===== src/rtl/wch_pkg.sv =====
// ----------------------------------------------------------------------------
// wch_pkg
// shared types and constants for the word count hash table
// ----------------------------------------------------------------------------
package wch_pkg;

   // table geometry, fixed by the response port widths
   localparam int SLOTS   = 128;
   localparam int MAX_KEY = 16;

   typedef enum logic [1:0] {
      CMD_FEED  = 2'd0,
      CMD_READ  = 2'd1,
      CMD_FLUSH = 2'd2,
      CMD_NONE  = 2'd3
   } cmd_type;

   typedef enum logic [1:0] {
      ST_OK    = 2'd0,
      ST_FULL  = 2'd1,
      ST_LONG  = 2'd2,
      ST_RSVD  = 2'd3
   } status_type;

   localparam logic [7:0]  CHAR_SPACE = 8'd32;
   localparam logic [7:0]  CHAR_NL    = 8'd10;
   localparam logic [31:0] HASH_MUL   = 32'd13;
   localparam logic [31:0] COUNT_MAX  = 32'hFFFF_FFFF;

   // controller to datapath
   typedef struct packed {
      logic take_req;     // capture request fields
      logic feed;         // append byte and update hash
      logic probe_start;  // load probe slot from hash
      logic meta_rd;      // read slot metadata at probe slot
      logic cmp_rd;       // read one key byte at probe slot
      logic cmp_next;     // advance compare byte index
      logic probe_next;   // advance probe slot
      logic do_insert;    // start writing token into slot
      logic ins_byte;     // write one key byte
      logic do_bump;      // increment count at probe slot
      logic rd_slot;      // read metadata at read slot
      logic res_hit;      // load result from match
      logic res_ins;      // load result from insert
      logic res_read;     // load result from read
      logic res_full;     // load table full result
      logic res_long;     // load overlong result
      logic clr_token;    // clear token state
   } ctl_type;

   // datapath to controller
   typedef struct packed {
      cmd_type cmd;
      logic    is_delim;
      logic    tok_empty;
      logic    tok_long;
      logic    slot_valid;  // valid bit at probe slot
      logic    len_eq;      // stored length equals token length
      logic    byte_eq;     // fetched key byte equals token byte
      logic    cmp_last;    // compare index at last token byte
      logic    probes_done; // all slots probed
      logic    ins_last;    // last key byte written
   } sts_type;

endpackage


===== src/rtl/wch_ctrl.sv =====
// ----------------------------------------------------------------------------
// wch_ctrl
// sequencer for feed, read and token-end probing
// ----------------------------------------------------------------------------
module wch_ctrl (
   input  logic             clock,
   input  logic             reset,
   input  logic             req_valid,
   output logic             req_stall,
   output logic             rsp_valid,
   input  logic             rsp_stall,
   input  wch_pkg::sts_type sts,
   output wch_pkg::ctl_type ctl
);
   import wch_pkg::*;

   typedef enum logic [9:0] {
      S_IDLE   = 10'b0000000001,
      S_DECODE = 10'b0000000010,
      S_PSTART = 10'b0000000100,
      S_META   = 10'b0000001000,
      S_CHECK  = 10'b0000010000,
      S_CMPRD  = 10'b0000100000,
      S_CMP    = 10'b0001000000,
      S_INS    = 10'b0010000000,
      S_READ   = 10'b0100000000,
      S_BUMP   = 10'b1000000000
   } state_type;

   state_type state_ff, state_in;
   logic      rsp_valid_ff, rsp_valid_in;

   always_comb begin
      state_in     = state_ff;
      rsp_valid_in = rsp_valid_ff;
      ctl          = '0;
      if (rsp_valid_ff && !rsp_stall) begin
         rsp_valid_in = 1'b0;
      end
      unique case (state_ff)
         S_IDLE: begin
            if (req_valid && !rsp_valid_ff) begin
               ctl.take_req = 1'b1;
               state_in     = S_DECODE;
            end
         end
         S_DECODE: begin
            unique case (sts.cmd)
               CMD_FEED: begin
                  if (!sts.is_delim) begin
                     ctl.feed = 1'b1;
                     state_in = S_IDLE;
                  end else if (sts.tok_long) begin
                     ctl.res_long  = 1'b1;
                     ctl.clr_token = 1'b1;
                     rsp_valid_in  = 1'b1;
                     state_in      = S_IDLE;
                  end else if (sts.tok_empty) begin
                     state_in = S_IDLE;
                  end else begin
                     ctl.probe_start = 1'b1;
                     state_in        = S_PSTART;
                  end
               end
               CMD_FLUSH: begin
                  if (sts.tok_long) begin
                     ctl.res_long  = 1'b1;
                     ctl.clr_token = 1'b1;
                     rsp_valid_in  = 1'b1;
                     state_in      = S_IDLE;
                  end else if (sts.tok_empty) begin
                     state_in = S_IDLE;
                  end else begin
                     ctl.probe_start = 1'b1;
                     state_in        = S_PSTART;
                  end
               end
               CMD_READ: begin
                  ctl.rd_slot = 1'b1;
                  state_in    = S_READ;
               end
               default: state_in = S_IDLE;
            endcase
         end
         S_PSTART: begin
            ctl.meta_rd = 1'b1;
            state_in    = S_META;
         end
         S_META: begin
            state_in = S_CHECK;
         end
         S_CHECK: begin
            if (!sts.slot_valid) begin
               ctl.do_insert = 1'b1;
               state_in      = S_INS;
            end else if (sts.len_eq) begin
               ctl.cmp_rd = 1'b1;
               state_in   = S_CMPRD;
            end else if (sts.probes_done) begin
               ctl.res_full  = 1'b1;
               ctl.clr_token = 1'b1;
               rsp_valid_in  = 1'b1;
               state_in      = S_IDLE;
            end else begin
               ctl.probe_next = 1'b1;
               state_in       = S_PSTART;
            end
         end
         S_CMPRD: begin
            state_in = S_CMP;
         end
         S_CMP: begin
            if (!sts.byte_eq) begin
               if (sts.probes_done) begin
                  ctl.res_full  = 1'b1;
                  ctl.clr_token = 1'b1;
                  rsp_valid_in  = 1'b1;
                  state_in      = S_IDLE;
               end else begin
                  ctl.probe_next = 1'b1;
                  state_in       = S_PSTART;
               end
            end else if (sts.cmp_last) begin
               ctl.do_bump = 1'b1;
               state_in    = S_BUMP;
            end else begin
               ctl.cmp_next = 1'b1;
               ctl.cmp_rd   = 1'b1;
               state_in     = S_CMPRD;
            end
         end
         S_BUMP: begin
            ctl.res_hit   = 1'b1;
            ctl.clr_token = 1'b1;
            rsp_valid_in  = 1'b1;
            state_in      = S_IDLE;
         end
         S_INS: begin
            ctl.ins_byte = 1'b1;
            if (sts.ins_last) begin
               ctl.res_ins   = 1'b1;
               ctl.clr_token = 1'b1;
               rsp_valid_in  = 1'b1;
               state_in      = S_IDLE;
            end
         end
         S_READ: begin
            ctl.res_read = 1'b1;
            rsp_valid_in = 1'b1;
            state_in     = S_IDLE;
         end
         default: state_in = S_IDLE;
      endcase
   end

   always_ff @(posedge clock) begin
      if (reset) begin
         state_ff     <= S_IDLE;
         rsp_valid_ff <= 1'b0;
      end else begin
         state_ff     <= state_in;
         rsp_valid_ff <= rsp_valid_in;
      end
   end

   assign req_stall = (state_ff != S_IDLE) || rsp_valid_ff;
   assign rsp_valid = rsp_valid_ff;

   a_one_hot: assert property (@(posedge clock) disable iff (reset) $onehot(state_ff))
      else $error("state not one-hot");
   a_no_take_busy: assert property (@(posedge clock) disable iff (reset)
      ctl.take_req |-> !rsp_valid_ff)
      else $error("request taken while result pending");
   a_rsp_from_work: assert property (@(posedge clock) disable iff (reset)
      $rose(rsp_valid_ff) |-> $past(state_ff != S_IDLE))
      else $error("result raised from idle");
   a_stall_busy: assert property (@(posedge clock) disable iff (reset)
      (state_ff != S_IDLE) |-> req_stall)
      else $error("request port open while busy");

endmodule


===== config.mk =====
export PLATFORM = sky130hd
export DESIGN_NAME = wch_ctrl
export DESIGN_NICKNAME = d
export VERILOG_FILES = /design/src/rtl/wch_pkg.sv /design/src/rtl/wch_ctrl.sv
export SDC_FILE = /design/constraint.sdc
export NUM_CORES = 1
export LEC_CHECK = 0
export BUFFER_PORTS_ARGS = -buffer_cell sky130_fd_sc_hd__buf_2
export CORE_MARGIN = 1.5
export CORE_UTILIZATION = 47
export CTS_CLUSTER_DIAMETER = 30
export DETAILED_ROUTE_END_ITERATION = 8
export PLACE_DENSITY = 0.8
export SETUP_SLACK_MARGIN = 0.4
export SLEW_MARGIN = 20
export SYNTH_ARGS = -nofsm -noshare
export SYNTH_HDL_FRONTEND = slang
export SYNTH_SLANG_ARGS = --single-unit

===== constraint.sdc =====
create_clock -name clock -period 4.96 [get_ports clock]
set_input_delay 0.248 -clock clock [delete_from_list [all_inputs] [get_ports clock]]
set_output_delay 0.248 -clock clock [all_outputs]
set_load 0.02 [all_outputs]

# Word level (Yosys, flattened, before mapping)

Index checks and enable logic that the tools add are counted.
W data, S select, Z words.

Add/subtract/negate cells: 0
$mul: 0
Div/mod/pow operators: 0
Magnitude comparators: 0
Equality and inequality tests: 15
Shift-type cells: 0
Mux-type cells: 65
Bitwise operators: 0
Reductions and logical operators: 8

Operators by type and width:

| cell                   | number |
|---|---|
| $mux W10               | 8 |
| $pmux W10 S8           | 1 |
| $mux W1                | 40 |
| $pmux W10 S3           | 1 |
| $eq A10 B1 Y1 const B  | 1 |
| $eq A10 B10 Y1 const B | 1 |
| $eq A10 B2 Y1 const B  | 1 |
| $eq A10 B3 Y1 const B  | 1 |
| $eq A10 B4 Y1 const B  | 1 |
| $eq A10 B5 Y1 const B  | 1 |
| $eq A10 B6 Y1 const B  | 1 |
| $eq A10 B7 Y1 const B  | 1 |
| $eq A10 B8 Y1 const B  | 1 |
| $eq A10 B9 Y1 const B  | 1 |
| $mux W2                | 5 |
| $ne A10 B1 Y1 const B  | 1 |
| $pmux W1 S2            | 5 |
| $pmux W1 S5            | 2 |
| $mux W3                | 2 |
| $ne A2 B2 Y1 const B   | 2 |
| $pmux W2 S2            | 1 |
| $eq A2 B1 Y1 const B   | 1 |
| $eq A2 B2 Y1 const B   | 1 |
| $logic_and A1 B1 Y1    | 2 |
| 5 further kinds        | 6 |

Flip-flop bits (word level): 11
Latch bits: 0
RAM bits: 0
Memory bits (read-only): 0
Output and inout bits: 19
Logic and storage cells: 90
Memories: 0

# Longest topological paths before layout

Gate-level depths: netlist of the first run.

Word-level depth: 7
Gate-level depth with buffers: 6

# Worst setup path after synthesis of the first run

Ideal clock, no wire load.

Kind: register -> output
Start point: register state_ff[3]
End point: output port ctl[15] in the netlist's numbering
Arrival time: 1818 ps
Path slack: 2894 ps
Cell stages (with the launch flop): 5
Buffers on the path: 0
Path through: dfxtp_1 -> or4_4 -> nor2_1 -> nand2_1 -> nor4_1

RTL lines:

| element                  | RTL line        | RTL |
|---|---|---|
| start: declaration       | wch_ctrl.sv:30  | `state_type state_ff, state_in;` |
| start signal: assignment | wch_ctrl.sv:161 | `state_ff <= state_in;` |
| end: declaration         | wch_ctrl.sv:13  | `output wch_pkg::ctl_type ctl` |

==> run_results.csv, run 1 <==
group,metric,value,unit
timing,final-max-slew-violation-count,0,
worst_setup_path,timing.critical_path.slowest_cell_delay,0.56,ns
worst_setup_path,regToRegSetupSlack,3.10,ns
clock_network,hold_buffers,0,
routing,count_of_unresolved_drc_violations_after_routing,0,
pwr,power_frac_seq,47.0,%
yosys,register_bit_count_reported_by_yosys,11,
worst_hold_path,worst_hold_startpoint,"reset",
routing,avgRoutedWirePerCell,12.8,microns
clock_network,cts_post_setup_buffers_inserted,0,
run_status,status,"completed",
timing,fin_worst_skew,0.00102,ns
timing,unrepaired_setup_endpoints_after_global_routing,"no",
yosys,netlist-cell-type-count,38,
yosys,syn-instance-count,98,
routing,detail-route-antenna-nets,0,
floorplan,die_height,43.5,microns
grt,first_global_vias,758,
grt,grt_start_max_net_pins,12,
worst_hold_path,holdPathStages,2,
grt,first_pass_grt_wire_length,3.12,mm
worst_setup_path,r2r-start,"state_ff[6]",
worst_hold_path,worstHoldEndpoint,"state_ff[5]",
place,hpwlAfterDp,1.50,mm
routing,first_pass_iters,4,
clock_network,path_clk_slew,0.07,ns
yosys,netlist_top_cells_area,"sky130_fd_sc_hd__dfxtp_1 (29%), sky130_fd_sc_hd__nor3_1 (5.9%), sky130_fd_sc_hd__nor2_1 (5.4%)",
floorplan,num_rows,14,
worst_setup_path,crit_chain,"or3b_1 > a2111oi_2 > nand2_1 > o21ai_1 > buf_2",
floorplan,horiz_die_dim,43.5,microns
clock_network,tritoncts.num_buffers,3,
job,max_cap_violations,0,
routing,avgViaCountPerCell,5.87,
clock_network,cts.sink_count,11,
cells_and_area,synthToLayoutAreaGrowth,26.0,%
yosys,postSynthNetCount,113,
floorplan,fp.coreArea,0.00152,sq mm
worst_setup_path,timing.critical_path.from_type,"flop",
cells_and_area,insertedDiodeCount,0,
worst_setup_path,crit_arrival,2.10,ns
timing,maxSlewHeadroom,66.1,%
worst_setup_path,required,4.71,ns
place,placedInstanceArea,943,sq um
grt,number_of_antenna_violations_at_the_first_check_in_global_routing,0,
grt,groute.usage.overall,22.3,%
timing,finalHoldViolCount,0,
pwr,power_leakage,0.438,nW
pwr,power.internal,0.139,mW
pwr,power.switching,0.0588,mW
floorplan,die_area,0.00189,sq mm
yosys,synth.avg_cell_area,7.85,sq um
place,place.gp.congestion,0.764,
timing,timing.final.crit_period,2.35,ns
place,dp.cells,145,
timing,worst_pin_slew,0.503,ns
timing,setup_tns,0,ns
clock_network,cts.root.buffer_cell,"sky130_fd_sc_hd__clkbuf_4",
grt,globalRoute.totalOverflow,0,
routing,wirelength,1.91,mm
worst_setup_path,crit_fanout,11,
routing,detailroute.via_count,874,
clock_network,clock_insertion_delay_worst_skew,0.27,ns
worst_setup_path,timing_worst_setup_path_type,"flop to output port",
worst_setup_path,r2r-end,"state_ff[0]",
yosys,seq_area_frac_synth,28.6,%
clock_network,cts_max_level,1,
worst_setup_path,crit_path_top_delay_cell,"sky130_fd_sc_hd__dfxtp_1",
cells_and_area,post_route_cells_drive_above_1_share,31.6,%
routing,drt_iter0_drc,20,
floorplan,design.portCount,34,
worst_setup_path,crit_path_end_kind,"output port",
yosys,post_synth_design_cell_area,769,sq um
floorplan,initial_utilization,50.5,%
yosys,ys.warnings.count,0,
timing,final-setup-viol-count,0,
yosys,fraction_of_synthesized_cell_area_taken_by_the_top_area_cell_type,28.6,%
cells_and_area,post-route-cell-area,970,sq um
pwr,netSwitchingFraction,29.7,%
timing,maxClockFrequency,425,MHz
cells_and_area,final_nets,149,
clock_network,clock_path_buffers,2,
clock_network,cts.repair.resized,0,
pwr,clockPowerShare,31.5,%
worst_setup_path,worst-path-buf-inv,1,
place,port_buffers,33,
pwr,power.combinational.fraction,21.5,%
worst_setup_path,crit_family,"flip-flops",
yosys,synth_largest_area_cell,"sky130_fd_sc_hd__dfxtp_1",
worst_setup_path,reg2reg_depth,5,
pwr,design_power_total,0.198,mW
timing,hold_slack,0.216,ns
worst_hold_path,worst_hold_check_path_type,"input port to flop",
pwr,irDropWorstVdd,0.0970,mV
cells_and_area,finish.cell_count_without_fillers,149,
clock_network,tritoncts_clock_tree,"yes",
pwr,power.density_cell_area,204,mW/mm^2
timing,final_min_period_over_clock_period,47.4,%
synthesized netlist by cell type:
| cell type | number |
|---|---|
| sky130_fd_sc_hd__and2_1 | 4 |
| sky130_fd_sc_hd__clkbuf_1 | 1 |
| sky130_fd_sc_hd__and3b_1 | 1 |
| sky130_fd_sc_hd__o21ai_1 | 2 |
| sky130_fd_sc_hd__nand4_1 | 1 |
| sky130_fd_sc_hd__nand2_1 | 9 |
| sky130_fd_sc_hd__and3_1 | 2 |
| sky130_fd_sc_hd__nor3b_1 | 4 |
| sky130_fd_sc_hd__nand2b_1 | 3 |
| sky130_fd_sc_hd__or3b_1 | 1 |
| sky130_fd_sc_hd__o21a_1 | 2 |
| sky130_fd_sc_hd__or4_4 | 1 |
| sky130_fd_sc_hd__nor3_2 | 1 |
| sky130_fd_sc_hd__nor4_1 | 3 |
| sky130_fd_sc_hd__a21oi_1 | 1 |
| sky130_fd_sc_hd__a311oi_1 | 1 |
| sky130_fd_sc_hd__nor4b_1 | 2 |
| sky130_fd_sc_hd__a2111oi_2 | 1 |
| sky130_fd_sc_hd__o31a_1 | 1 |
| sky130_fd_sc_hd__or4_1 | 1 |
| sky130_fd_sc_hd__o211ai_1 | 1 |
| sky130_fd_sc_hd__nor4b_4 | 1 |
| sky130_fd_sc_hd__nor2_1 | 11 |
| sky130_fd_sc_hd__nor2b_1 | 3 |
| sky130_fd_sc_hd__o2111ai_1 | 1 |
| sky130_fd_sc_hd__nand4bb_1 | 1 |
| sky130_fd_sc_hd__buf_4 | 1 |
| sky130_fd_sc_hd__nand3b_1 | 1 |
| sky130_fd_sc_hd__nand3_1 | 1 |
| sky130_fd_sc_hd__dfxtp_1 | 11 |
| sky130_fd_sc_hd__a31oi_1 | 1 |
| sky130_fd_sc_hd__o21ai_0 | 4 |
| sky130_fd_sc_hd__inv_1 | 4 |
| sky130_fd_sc_hd__or3_1 | 1 |
| sky130_fd_sc_hd__nor3_1 | 9 |
| sky130_fd_sc_hd__and4b_1 | 1 |
| sky130_fd_sc_hd__or3_4 | 2 |
| sky130_fd_sc_hd__xor2_1 | 2 |
cells by family (layout without fill, tap and decap cells):
kind of cell    count (synthesis)  after routing  synth area share, %
compound gates                 15             15                 13.7
buf+inv                         6             41                 3.41
simple gates                   64             64                 52.0
xor+xnor                        2              2                 2.28
flops                          11             11                 28.6
metrics by stage:
stage	setup slack, ns	utilization [%]
detailed placement	2.91	61.9
CTS	2.61	63.6
global route	2.52	63.6
finish	2.61	63.6
global placement	2.94	61.9
floorplan	2.89	-
layer usage:
metal  track usage [%]  up-vias  wire [microns]
met1              27.4      403             852
met5                 0        -               0
met3              3.75        4             112
li1                  -      429               -
met2              37.0       38             910
met4              12.1        0              31
state kept, by name (all words and copies together) (netlist names):
name,count
rsp_valid,1
state_ff,10
worst max-delay path by stage:
stage	startpoint	to	slack, ns	cells past startpoint
final	state_ff[6]	ctl[0]	2.61	5
after global routing	state_ff[6]	ctl[0]	2.52	5
after CTS	state_ff[3]	ctl[9]	2.61	4
after detailed placement	state_ff[3]	ctl[9]	2.91	4
after global placement	state_ff[3]	ctl[9]	2.94	4
after floorplan	state_ff[3]	ctl[15]	2.89	4
power by group through the flow:
stage	logic, mW	clock network (mW)	registers, mW
final	0.0425	0.0624	0.0931
after floorplan	0.0276	0	0.0945
after global routing	0.0474	0.0672	0.0937
after CTS	0.0423	0.0631	0.0930
after detailed placement	0.0420	0	0.0951
after global placement	0.0414	0	0.0951
area by class of cell:
| type | instances | area (sq um) |
|---|---|---|
| Inverter | 4 | 15.0 |
| Sequential cell | 11 | 220 |
| Clock buffer | 4 | 26.3 |
| Fill cell | 150 | 554 |
| Timing Repair Buffer | 33 | 165 |
| Tap cell | 16 | 20.0 |
| Multi-Input combinational cell | 81 | 523 |
layout by cell type (no fill, tap or decap), drive strengths merged, types with 3 or more instances in the layout:
cell type   n
inv         4
nor4b       3
nor3b       4
nor2b       3
clkbuf      4
nor4        3
o21ai       6
dfxtp      11
nor2       11
nand2b      3
nor3       10
and2        4
buf        33
or3         3
nand2       9
Power figures use the tool's default switching activity.
==> run 2: changes to the inputs <==
Settings changed: ABC_AREA from default to 1, CORE_UTILIZATION 47 to 46, PLACE_DENSITY 0.8 to 0.77.
Clock period 4.96 ns to 2.2 ns, I/O delays scaled along.
==> run_results.csv, run 2 <==
group,metric,value,unit
yosys,synth_top_flop_cell,"sky130_fd_sc_hd__dfxtp_1",
grt,grt_start_max_net_pins,9,
cells_and_area,finish.cell_count_without_fillers,194,
clock_network,cts_max_level,1,
grt,globalRoute.totalOverflow,0,
worst_setup_path,crit_path_end_kind,"output port",
worst_setup_path,crit_chain,"nor2_2 > nand2_2 > nor2_4 > nand3_2 > a21oi_2 > nor3_1 > nand2_1 > buf_4",
grt,first_global_vias,885,
clock_network,hold_buffers,0,
timing,maxClockFrequency,566,MHz
place,port_buffers,33,
worst_setup_path,crit_arrival,1.66,ns
cells_and_area,layout.cells.most_common_list,"sky130_fd_sc_hd__buf_2 (31), sky130_fd_sc_hd__inv_1 (25), sky130_fd_sc_hd__nand2_1 (22)",
routing,detailroute.via_count,1034,
worst_setup_path,crit_family,"simple AND/OR/NAND/NOR gates",
routing,drt_iter0_drc,35,
yosys,ys.warnings.count,0,
cells_and_area,regMostFlops,"state_ff",
pwr,design_power_total,0.468,mW
timing,final-setup-viol-count,0,
yosys,syn-instance-count,138,
yosys,register_bit_count_reported_by_yosys,11,
floorplan,num_rows,14,
yosys,count_of_flip_flops_with_a_built_in_enable_after_synthesis,0,
yosys,synth_largest_area_cell,"sky130_fd_sc_hd__dfxtp_1",
timing,fin_worst_skew,0.00172,ns
place,hpwlAfterDp,1.78,mm
place,dp.cells,186,
timing,finalHoldViolCount,0,
worst_setup_path,required,2.09,ns
yosys,netlist-cell-type-count,21,
place,placedInstanceArea,991,sq um
clock_network,clock_insertion_delay_worst_skew,0.27,ns
routing,wirelength,2.40,mm
yosys,postSynthNetCount,153,
grt,first_pass_grt_wire_length,3.52,mm
worst_setup_path,timing.critical_path.from_type,"flop",
floorplan,design.portCount,34,
yosys,netlist_top_cells_area,"sky130_fd_sc_hd__dfxtp_1 (27%), sky130_fd_sc_hd__nand2_1 (12%), sky130_fd_sc_hd__inv_1 (12%)",
pwr,power.density_cell_area,419,mW/mm^2
worst_setup_path,timing.critical_path.slowest_cell_delay,0.36,ns
cells_and_area,synthToLayoutAreaGrowth,38.0,%
worst_setup_path,timing_worst_setup_path_type,"flop to output port",
clock_network,tritoncts_clock_tree,"yes",
floorplan,die_area,0.00202,sq mm
timing,final_min_period_over_clock_period,80.3,%
clock_network,tritoncts.num_buffers,3,
yosys,seq_area_frac_synth,27.2,%
floorplan,initial_utilization,51.3,%
cells_and_area,layout.cells.most_common,"sky130_fd_sc_hd__buf_2",
worst_setup_path,worst-path-buf-inv,1,
floorplan,horiz_die_dim,45.0,microns
place,place.gp.congestion,0.872,
yosys,synthMostInstantiatedCell,"sky130_fd_sc_hd__nand2_1",
timing,unrepaired_setup_endpoints_after_global_routing,"no",
clock_network,cts.sink_count,11,
routing,first_pass_iters,4,
timing,setup_tns,0,ns
yosys,post_synth_design_cell_area,810,sq um
routing,detail-route-antenna-nets,0,
run_status,status,"completed",
worst_setup_path,crit_fanout,4,
cells_and_area,post_route_cells_drive_above_1_share,40.4,%
floorplan,die_height,45.0,microns
routing,count_of_unresolved_drc_violations_after_routing,0,
worst_setup_path,crit_path_top_delay_cell,"sky130_fd_sc_hd__dfxtp_2",
floorplan,fp.coreArea,0.00158,sq mm
cells_and_area,largest_reg_flops,10,
worst_hold_path,worst_hold_check_path_type,"input port to flop",
cells_and_area,post-route-cell-area,0.00112,sq mm
grt,groute.usage.overall,23.8,%
clock_network,clock_path_buffers,2,
routing,avgViaCountPerCell,5.33,
clock_network,path_clk_slew,0.07,ns
job,max_cap_violations,0,
pwr,power_leakage,0.639,nW
grt,number_of_antenna_violations_at_the_first_check_in_global_routing,0,
cells_and_area,final_nets,194,
timing,timing.final.crit_period,1.77,ns
yosys,synth_common_cells,"sky130_fd_sc_hd__nand2_1 (26), sky130_fd_sc_hd__inv_1 (25), sky130_fd_sc_hd__nor2_1 (25)",
yosys,synth.avg_cell_area,5.87,sq um
routing,avgRoutedWirePerCell,12.4,microns
clock_network,cts.root.buffer_cell,"sky130_fd_sc_hd__clkbuf_4",
yosys,proportion_of_synthesized_flip_flops_having_asynchronous_set_or_reset,0,%
timing,maxSlewHeadroom,76.6,%
pwr,irDropWorstVdd,0.253,mV
yosys,fraction_of_synthesized_cell_area_taken_by_the_top_area_cell_type,27.2,%
cells_and_area,insertedDiodeCount,0,
timing,worst_pin_slew,0.350,ns
timing,final-max-slew-violation-count,0,
[run 2: changes by cell type after synthesis, moves of 4 or more]
cell / change
sky130_fd_sc_hd__inv_2: +5
sky130_fd_sc_hd__nand2_1: +17
sky130_fd_sc_hd__nand3_1: +8
sky130_fd_sc_hd__nor3b_1: -4
sky130_fd_sc_hd__inv_1: +21
sky130_fd_sc_hd__a21oi_1: +4
sky130_fd_sc_hd__nand4_1: +4
sky130_fd_sc_hd__nor2_1: +14
sky130_fd_sc_hd__nor2_2: +4
[run 2: timing repair]
action	CTS	global route
setup buffers	0	4
resized for setup	3	18
pin swaps	0	6
setup endpoints to repair	1	4
[run 2: per-layer routing]
layer | global-route usage [%] | vias up | share of wire (%)
met4 | 11.2 | 0 | 2.5
met3 | 4.80 | 6 | 6.0
met5 | 0 | - | 0
met1 | 28.3 | 468 | 41
met2 | 40.6 | 44 | 50
li1 | - | 516 | -
[run 2: kinds of logic (layout without fill, tap and decap cells)]
group	after synthesis	count (layout)	share of synthesized area, %
compound gates	9	9	6.03
buf+inv	31	71	14.4
flops	11	11	27.2
simple gates	87	87	52.4
[run 2: worst paths after layout]
| check | from | to | slack, ns | depth (start not counted) |
|---|---|---|---|---|
| setup / recovery | state_ff[7] | ctl[0] | 0.43 | 8 |
| setup reg to reg | state_ff[3] | state_ff[0] | 0.74 | 11 |
| hold / removal | sts[10] | state_ff[8] | 0.04 | 2 |
| hold reg to reg | rsp_valid | state_ff[1] | 0.62 | 3 |
[run 2: per-stage QoR]
stage | hold WS [ns] | setup WS (ns) | util (%)
after floorplan | 0.189 | 0.625 | -
after global placement | 0.319 | 0.713 | 62.9
after detailed placement | 0.324 | 0.677 | 62.9
after CTS | 0.0346 | 0.415 | 65.0
after global routing | 0.0476 | 0.355 | 70.9
final | 0.0362 | 0.433 | 70.9
[run 2: worst reg2reg max path, cell delays in order (launching register included)]
cell,delay (ns)
sky130_fd_sc_hd__dfxtp_1,0.34
sky130_fd_sc_hd__nor2_2,0.17
sky130_fd_sc_hd__nand2_2,0.13
sky130_fd_sc_hd__nor2_4,0.17
sky130_fd_sc_hd__buf_4,0.13
sky130_fd_sc_hd__nand2_1,0.05
sky130_fd_sc_hd__nand2_1,0.08
sky130_fd_sc_hd__nor2_1,0.05
sky130_fd_sc_hd__nand2_1,0.07
sky130_fd_sc_hd__nand2_1,0.06
sky130_fd_sc_hd__nand2_1,0.06
sky130_fd_sc_hd__nand2_1,0.05
[run 2: where the power goes]
| part | total, mW | internal (mW) | switching [mW] |
|---|---|---|---|
| registers | 0.208 | 0.203 | 0.00496 |
| clock network | 0.141 | 0.0704 | 0.0701 |
| logic | 0.119 | 0.0451 | 0.0742 |
[run 2: area by class of cell]
type / count / area, sq um
clock buffers: 4 / 26.3
fillers: 147 / 459
inverters: 30 / 113
multi-input cells: 96 / 537
flip-flops and latches: 11 / 221
well taps: 16 / 20.0
repair buffers: 37 / 200
==> run 3: changes to the inputs <==
Settings changed: CORE_UTILIZATION 46 to 42, PLACE_DENSITY 0.77 to 0.74.
Clock period 2.2 ns to 1.6 ns, I/O delays scaled along.
==> run_results.csv, run 3 (synthesized netlist as in run 2, its figures left out) <==
group,metric,value,unit
grt,first_pass_grt_wire_length,4.08,mm
pwr,netSwitchingFraction,35.3,%
grt,globalRoute.totalOverflow,0,
worst_setup_path,crit_arrival,1.67,ns
clock_network,tritoncts_clock_tree,"yes",
routing,drt_iter0_drc,36,
clock_network,clock_path_buffers,2,
pwr,power.combinational.fraction,32.2,%
cells_and_area,finish.utilization,88.3,%
cells_and_area,synthToLayoutAreaGrowth,92.4,%
cells_and_area,post_route_cells_drive_above_1_share,58.5,%
floorplan,design.portCount,34,
worst_setup_path,crit_path_end_kind,"output port",
timing,finalHoldViolCount,0,
clock_network,cts.root.buffer_cell,"sky130_fd_sc_hd__clkbuf_4",
timing,hold_slack,0.0389,ns
routing,avgRoutedWirePerCell,14.5,microns
cells_and_area,post-route-cell-area,0.00156,sq mm
place,placedInstanceArea,0.00114,sq mm
timing,final-setup-viol-count,14,
clock_network,hold_buffers,0,
worst_setup_path,crit_path_top_delay_cell,"sky130_fd_sc_hd__dfxtp_2",
cells_and_area,fill_cells,93,
timing,timing.final.crit_period,1.75,ns
worst_setup_path,timing.critical_path.mode_cell,"sky130_fd_sc_hd__nor2_4",
place,hpwlAfterDp,1.87,mm
worst_setup_path,timing_worst_setup_path_type,"flop to output port",
cells_and_area,layout.cells.most_common_list,"sky130_fd_sc_hd__inv_1 (24), sky130_fd_sc_hd__nand2_1 (18), sky130_fd_sc_hd__buf_2 (18)",
routing,count_of_unresolved_drc_violations_after_routing,0,
floorplan,horiz_die_dim,46.9,microns
worst_setup_path,timing.critical_path.slowest_cell_delay,0.35,ns
grt,grt_start_max_net_pins,9,
timing,final-max-slew-violation-count,0,
clock_network,tritoncts.num_buffers,3,
worst_setup_path,r2r-start,"state_ff[8]",
timing,fin_ws,-0.149,ns
pwr,design_power_total,0.714,mW
routing,detail-route-antenna-nets,0,
pwr,power.density_cell_area,459,mW/mm^2
timing,final_min_period_over_clock_period,109,%
clock_network,clock_insertion_delay_worst_skew,0.28,ns
run_status,violations,"setup timing",
worst_hold_path,worst_hold_startpoint,"sts[10]",
timing,fin_worst_skew,0.0137,ns
routing,wirelength,3.17,mm
pwr,clockPowerShare,27.9,%
place,place.gp.congestion,0.897,
cells_and_area,insertedDiodeCount,0,
worst_hold_path,worst_hold_check_path_type,"input port to flop",
floorplan,die_height,46.9,microns
routing,first_pass_iters,4,
floorplan,initial_utilization,45.9,%
routing,avgViaCountPerCell,5.19,
timing,unrepaired_setup_endpoints_after_global_routing,"yes",
grt,groute.usage.overall,26.1,%
clock_network,cts.sink_count,11,
cells_and_area,largest_reg_flops,10,
clock_network,path_clk_slew,0.08,ns
timing,maxClockFrequency,572,MHz
floorplan,num_rows,15,
routing,detailroute.via_count,1131,
pwr,irDropWorstVdd,0.486,mV
place,port_buffers,33,
cells_and_area,layout.cells.most_common,"sky130_fd_sc_hd__inv_1",
pwr,power.internal,0.462,mW
cells_and_area,final_nets,209,
grt,number_of_antenna_violations_at_the_first_check_in_global_routing,0,
worst_setup_path,crit_start,"state_ff[8]",
timing,maxSlewHeadroom,76.4,%
cells_and_area,regMostFlops,"state_ff",
worst_setup_path,crit_chain,"nor2_4 > nand2_4 > nor2_4 > nand3_4 > nor2_4 > nor3_2 > nand2_1 > buf_6",
worst_setup_path,crit_fanout,4,
grt,first_global_vias,992,
clock_network,cts_max_level,1,
pwr,power.switching,0.252,mW
pwr,power_frac_seq,39.8,%
timing,worst_pin_slew,0.351,ns
run_status,status,"finished with violations",
floorplan,fp.coreArea,0.00176,sq mm
pwr,power_leakage,0.757,nW
worst_setup_path,required,1.52,ns
job,max_cap_violations,0,
worst_setup_path,timing.critical_path.from_type,"flop",
floorplan,die_area,0.00220,sq mm
-- run 3: cell types whose count changed in the layout (fill, tap and decap cells not counted), moves of 5 or more --
cell	delta
sky130_fd_sc_hd__nor2_4	+9
sky130_fd_sc_hd__nor2_1	-6
sky130_fd_sc_hd__buf_6	+17
sky130_fd_sc_hd__dfxtp_1	-7
sky130_fd_sc_hd__buf_2	-13
sky130_fd_sc_hd__dfxtp_2	+5
sky130_fd_sc_hd__buf_4	+10
-- run 3: layout make-up --
cell class	count	area [sq um]	share of cell area [%]
multi-input cells	96	728	46.7
flip-flops and latches	11	235	15.1
well taps	25	31.3	2.01
inverters	30	115	7.39
repair buffers	52	422	27.1
clock buffers	4	26.3	1.69
-- run 3: final timing paths --
kind | slack (ns) | cells past startpoint | to
worst max-delay path | -0.15 | 8 | ctl[0]
worst min-delay path | 0.04 | 2 | state_ff[8]
worst max register to register | -0.04 | 12 | state_ff[0]
worst min register to register | 0.62 | 3 | state_ff[4]
-- run 3: power groups by stage --
| stage | registers [mW] | clock network (mW) | logic [mW] |
|---|---|---|---|
| after global routing | 0.285 | 0.209 | 0.246 |
| after CTS | 0.286 | 0.197 | 0.199 |
| after global placement | 0.293 | 0 | 0.162 |
| after floorplan | 0.292 | 0 | 0.115 |
| after detailed placement | 0.293 | 0 | 0.164 |
| final | 0.285 | 0.200 | 0.230 |
-- run 3: repair_timing --
item                                    4_1_cts  5_1_grt
pin swaps                                    10       18
endpoints found under the hold margin         0        0
buffers inserted                             10        9
endpoints found under the setup margin       28       28
resized for setup                            32       33
-- run 3: critical path, delay by kind of cell (launching register included) --
family	cells	cell delay, ns
and+or+nand+nor	7	0.91
buffers and inverters	1	0.13
DFF	1	0.35
-- run 3: metrics by stage --
step / TNS [ns] / setup WS, ns / std cells
detailed placement: 0 / 0.182 / 195
CTS: -0.191 / -0.0881 / 209
finish: -0.725 / -0.149 / 218
floorplan: 0 / 0.259 / 138
global placement: 0 / 0.208 / 195
global route: -1.59 / -0.195 / 218
-- run 3: metal layers --
metal	track usage [%]	part of all wire [%]	vias up
li1	-	-	543
met2	47.4	50	60
met5	0	0	-
met1	30.6	41	511
met4	10.6	4.3	0
met3	3.46	4.8	17
